[config.mk]
export PLATFORM = sky130hd
export DESIGN_NAME = pit_fifo
export DESIGN_NICKNAME = d
export VERILOG_FILES = /design/src/hdl/pit_pkg.sv /design/src/hdl/pit_fifo.sv
export SDC_FILE = /design/constraint.sdc
export NUM_CORES = 1
export LEC_CHECK = 0
export BUFFER_PORTS_ARGS = -buffer_cell sky130_fd_sc_hd__buf_2
export CORE_ASPECT_RATIO = 2
export CORE_MARGIN = 2
export CORE_UTILIZATION = 59
export DETAILED_ROUTE_END_ITERATION = 8
export PLACE_DENSITY = 0.77
export SYNTH_ARGS = -nofsm -noshare
export SYNTH_HDL_FRONTEND = slang
export SYNTH_SLANG_ARGS = --single-unit
export TNS_END_PERCENT = 50
[constraint.sdc]
create_clock -name clk -period 4 [get_ports clk]
set_input_delay 0.6 -clock clk [delete_from_list [all_inputs] [get_ports clk]]
set_output_delay 0.6 -clock clk [all_outputs]
set_load 0.005 [all_outputs]
[src/hdl/pit_pkg.sv]
`timescale 1ns / 1ps
// shared constants and types for the point-in-triangle test core
// no dependencies; imported by the front, queue, back and top modules

package pit_pkg;

    // dot products carried from front to back, in slot order
    localparam int NUM_DOTS = 5;
    localparam int DOT_D00  = 0;   // e0 . e0
    localparam int DOT_D01  = 1;   // e0 . e1
    localparam int DOT_D11  = 2;   // e1 . e1
    localparam int DOT_D02  = 3;   // e0 . w
    localparam int DOT_D12  = 4;   // e1 . w

    // queue status seen by both sides
    typedef struct packed {
        logic full;
        logic empty;
    } fifo_stat_t;

endpackage

[src/hdl/pit_fifo.sv]
`timescale 1ns / 1ps
// short register queue between the front and back parts
// depends on pit_pkg for the status struct

module pit_fifo
    import pit_pkg::*;
#(
    parameter int WIDTH = 8,
    parameter int DEPTH = 4
) (
    input  logic             clk,
    input  logic             rst_n,
    input  logic             wr_valid,
    input  logic [WIDTH-1:0] wr_data,
    input  logic             rd_ready,
    output logic [WIDTH-1:0] rd_data,
    output fifo_stat_t       stat
);

    localparam int AW = (DEPTH > 1) ? $clog2(DEPTH) : 1;
    localparam int CW = $clog2(DEPTH + 1);

    logic [WIDTH-1:0] mem_reg [DEPTH];
    logic [AW-1:0]    wr_ptr_reg, wr_ptr_next;
    logic [AW-1:0]    rd_ptr_reg, rd_ptr_next;
    logic [CW-1:0]    count_reg, count_next;
    logic             push, pop;

    assign stat.full  = (count_reg == CW'(DEPTH));
    assign stat.empty = (count_reg == '0);
    assign push       = wr_valid && !stat.full;
    assign pop        = rd_ready && !stat.empty;
    assign rd_data    = mem_reg[rd_ptr_reg];

    // pointer and fill count update
    always_comb
    begin
        wr_ptr_next = wr_ptr_reg;
        rd_ptr_next = rd_ptr_reg;
        count_next  = count_reg;
        if (push)
        begin
            wr_ptr_next = (wr_ptr_reg == AW'(DEPTH-1)) ? '0 : wr_ptr_reg + 1'b1;
        end
        if (pop)
        begin
            rd_ptr_next = (rd_ptr_reg == AW'(DEPTH-1)) ? '0 : rd_ptr_reg + 1'b1;
        end
        if (push && !pop)
        begin
            count_next = count_reg + 1'b1;
        end
        else if (pop && !push)
        begin
            count_next = count_reg - 1'b1;
        end
    end

    always_ff @(posedge clk or negedge rst_n)
    begin
        if (!rst_n)
        begin
            wr_ptr_reg <= '0;
            rd_ptr_reg <= '0;
            count_reg  <= '0;
        end
        else
        begin
            wr_ptr_reg <= wr_ptr_next;
            rd_ptr_reg <= rd_ptr_next;
            count_reg  <= count_next;
        end
    end

    // entry storage
    always_ff @(posedge clk)
    begin
        if (push)
        begin
            mem_reg[wr_ptr_reg] <= wr_data;
        end
    end

endmodule

==> results.py <==
metrics = {
    "die": {
        "die_h_um": 78.1,
        "dieWidth_um": 41.1,
        "start_util_pct": 63.0,
        "die-area_um2": 3210,
        "core_area_um2": 2570,
        "io-pin-count": 22,
        "row_count": 26,
    },
    "sta": {
        "rsz0062_at_grt": "no",
        "timing.slew.headroom_pct": 60.2,
        "finalSetupViolCount": 0,
        "max_freq_mhz": 432,
        "finalHoldViolCount": 0,
        "period_share_pct": 57.9,
        "fin_setup_tns_ns": 0,
        "period_minus_slack_ns": 2.32,
        "drv_slew": 0,
        "worst_pin_slew_ns": 0.597,
        "clock_skew_ns": 0.00384,
    },
    "detailed_routing": {
        "totalWireLength_um": 2540,
        "drc_errors": 0,
        "ant_nets": 0,
        "via_per_inst": 5.75,
        "dr.pass1.iters": 4,
        "num_vias": 765,
        "drt_iter0_markers": 28,
        "avgRoutedWirePerCell_um": 19.1,
    },
    "final_layout": {
        "areaGrowthSynthToFinish_pct": 13.1,
        "drive_above_1_share_pct": 45.7,
        "nets": 123,
        "fill_cells": 166,
        "antenna_cells": 0,
        "largest_reg_flops": 32,
    },
    "global_routing": {
        "globalRouteMet1Util_pct": 21.4,
        "gr-max-usage-layer": "met2",
        "grt_max_degree": 13,
        "overflow": 0,
        "use_met2_pct": 33.1,
        "grt_pass1_wl_um": 3990,
        "grt_util_all_layers_pct": 19.7,
        "grt_pass1_vias": 808,
        "antenna_found_initial": 0,
        "grt_util_met3_pct": 2.82,
    },
    "worst_setup_path": {
        "start_kind": "flop",
        "crit_type": "reg -> out",
        "r2r_end": "count_reg[2]$_DFFE_PN0P_",
        "rr_worst_depth": 8,
        "r2r_start": "count_reg[0]$_DFFE_PN0P_",
        "arrival_ns": 1.72,
        "end_kind": "primary output",
        "r2r_slack_ns": 1.95,
        "setup.worst_path.start": "rd_ptr_reg[0]$_DFFE_PN0P_",
        "critPathMaxFanout": 11,
        "required_ns": 3.40,
    },
    "yosys": {
        "syn_avg_cell_area_um2": 20.5,
        "synth_fp_nets": 98,
        "synth_top_area_cell": "edfxtp_1",
        "synth.top_cell.area_share_pct": 59.3,
        "synth-compound-area-share_pct": 0,
        "postSynthCellCount": 79,
        "synth_flop_cell": "edfxtp_1",
        "netlist_area_um2": 1620,
        "yosys.area_share.simple_pct": 5.41,
        "synth_enable_flop_cells": 32,
        "ys_types": 19,
        "synth-xor-area-share_pct": 1.62,
        "synth_fa_ha_area_share_pct": 5.87,
        "ys_async_sr_fraction_pct": 17.9,
        "synthMuxAreaShare_pct": 15.1,
        "netlist_top_cells_count": "edfxtp_1 (32), mux4_2 (8), dfrtp_1 (7)",
        "ys_seq_area_share_pct": 70.1,
        "yosys-top-cells-area": "edfxtp_1 (59%), mux4_2 (11%), dfrtp_1 (11%)",
        "synth_seq_cells": 39,
        "yosysMostFrequentCell": "edfxtp_1",
        "synth_top_family_by_area": "multiplexers",
        "yosysWarnings": 0,
    },
    "clocking": {
        "path_clk_slew_ns": 0.07,
        "cts_setup_buffers": 0,
        "h-tree-depth": 2,
        "numCtsBuffers": 5,
        "ctsResizeCount": 0,
        "root_buffer": "clkbuf_8",
        "cts_tree": "done",
        "clk_path_buf_depth": 2,
        "cts_hold_buffers": 0,
        "insertion_delay_ns": 0.28,
        "clock_sinks": 39,
    },
    "pwr": {
        "p_total_w": 0.00132,
        "max-vdd-ir-drop_mv": 0.454,
        "cellPowerDensity_nw_per_um2": 720,
        "p_leak_nw": 0.702,
    },
    "placement": {
        "gp_congestion": 0.664,
        "numPortBuffers": 21,
        "dp_hpwl_um": 1850,
    },
    "outcome": {
        "status": "finished, final reports clean",
    },
    "flow_run": {
        "max_cap_violations": 0,
    },
    "worst_hold_path": {
        "min_path_type": "in -> async",
    },
}
-- worst max path at each step --
stage | slack (ns) | endpoint | cells past startpoint
after floorplan | 2.06 | count_reg[2]$_DFFE_PN0P_ | 8
after global placement | 1.94 | count_reg[2]$_DFFE_PN0P_ | 8
after detailed placement | 1.83 | count_reg[2]$_DFFE_PN0P_ | 8
after CTS | 1.62 | rd_data[7] | 2
after global routing | 1.54 | rd_data[1] | 2
final | 1.68 | rd_data[7] | 2
-- kinds of logic (layout without fill, tap and decap cells) --
| family | count (synthesis) | in the layout |
|---|---|---|
| buffers and inverters | 6 | 32 |
| flip-flops | 39 | 39 |
| AND/OR/NAND/NOR | 11 | 11 |
| multiplexers | 13 | 13 |
| XOR/XNOR | 3 | 3 |
| adder cells (fa/ha/maj) | 7 | 7 |
-- report_power, final --
| part | switching [W] | internal (W) |
|---|---|---|
| clock network | 0.000123 | 0.000139 |
| logic | 0.000165 | 0.000241 |
| registers | 0.000101 | 0.000550 |
| total | 0.000389 | 0.000930 |
-- layer usage --
layer | up-vias | share of wire [%]
li1 | 351 | -
met1 | 384 | 35
met2 | 22 | 59
met3 | 8 | 3.5
met4 | 0 | 2.5
met5 | - | 0
-- layout make-up --
class,count,area [um^2],share of cell area [%]
Sequential cell,39,1140,62.0
Multi-Input combinational cell,34,453,24.7
Inverter,3,11.3,0.615
Tap cell,28,35.0,1.91
Clock inverter,1,5.00,0.273
Clock buffer,7,86.3,4.71
Timing Repair Buffer,21,105,5.74
-- per-stage QoR --
stage	setup slack, ns	instances	utilization, %	hold slack, ns	instance area (um^2)
5_1_grt	1.54	133	71.3	0.138	1830
2_1_floorplan	2.06	79	-	0.304	1620
3_3_place_gp	1.94	125	67.7	0.442	1740
3_5_place_dp	1.83	125	67.7	0.446	1740
4_1_cts	1.62	133	71.3	0.141	1830
6_report	1.68	133	71.3	0.145	1830
-- worst max-delay path, stage by stage, from the launching register on --
cell,delay [ns]
dfrtp_1,0.72
mux4_2,0.57
buf_2,0.14
-- layout by cell type, fill, tap and decap left out, drive strengths merged, types with 2 or more instances in the layout --
master and count:
and2 4, ha 6, inv 3, xor2 2, dfrtp 7, mux4 8
clkbuf 7, buf 21, edfxtp 32, nor2 3, mux2 5
Note: power is estimated with default switching activity, not from simulation.
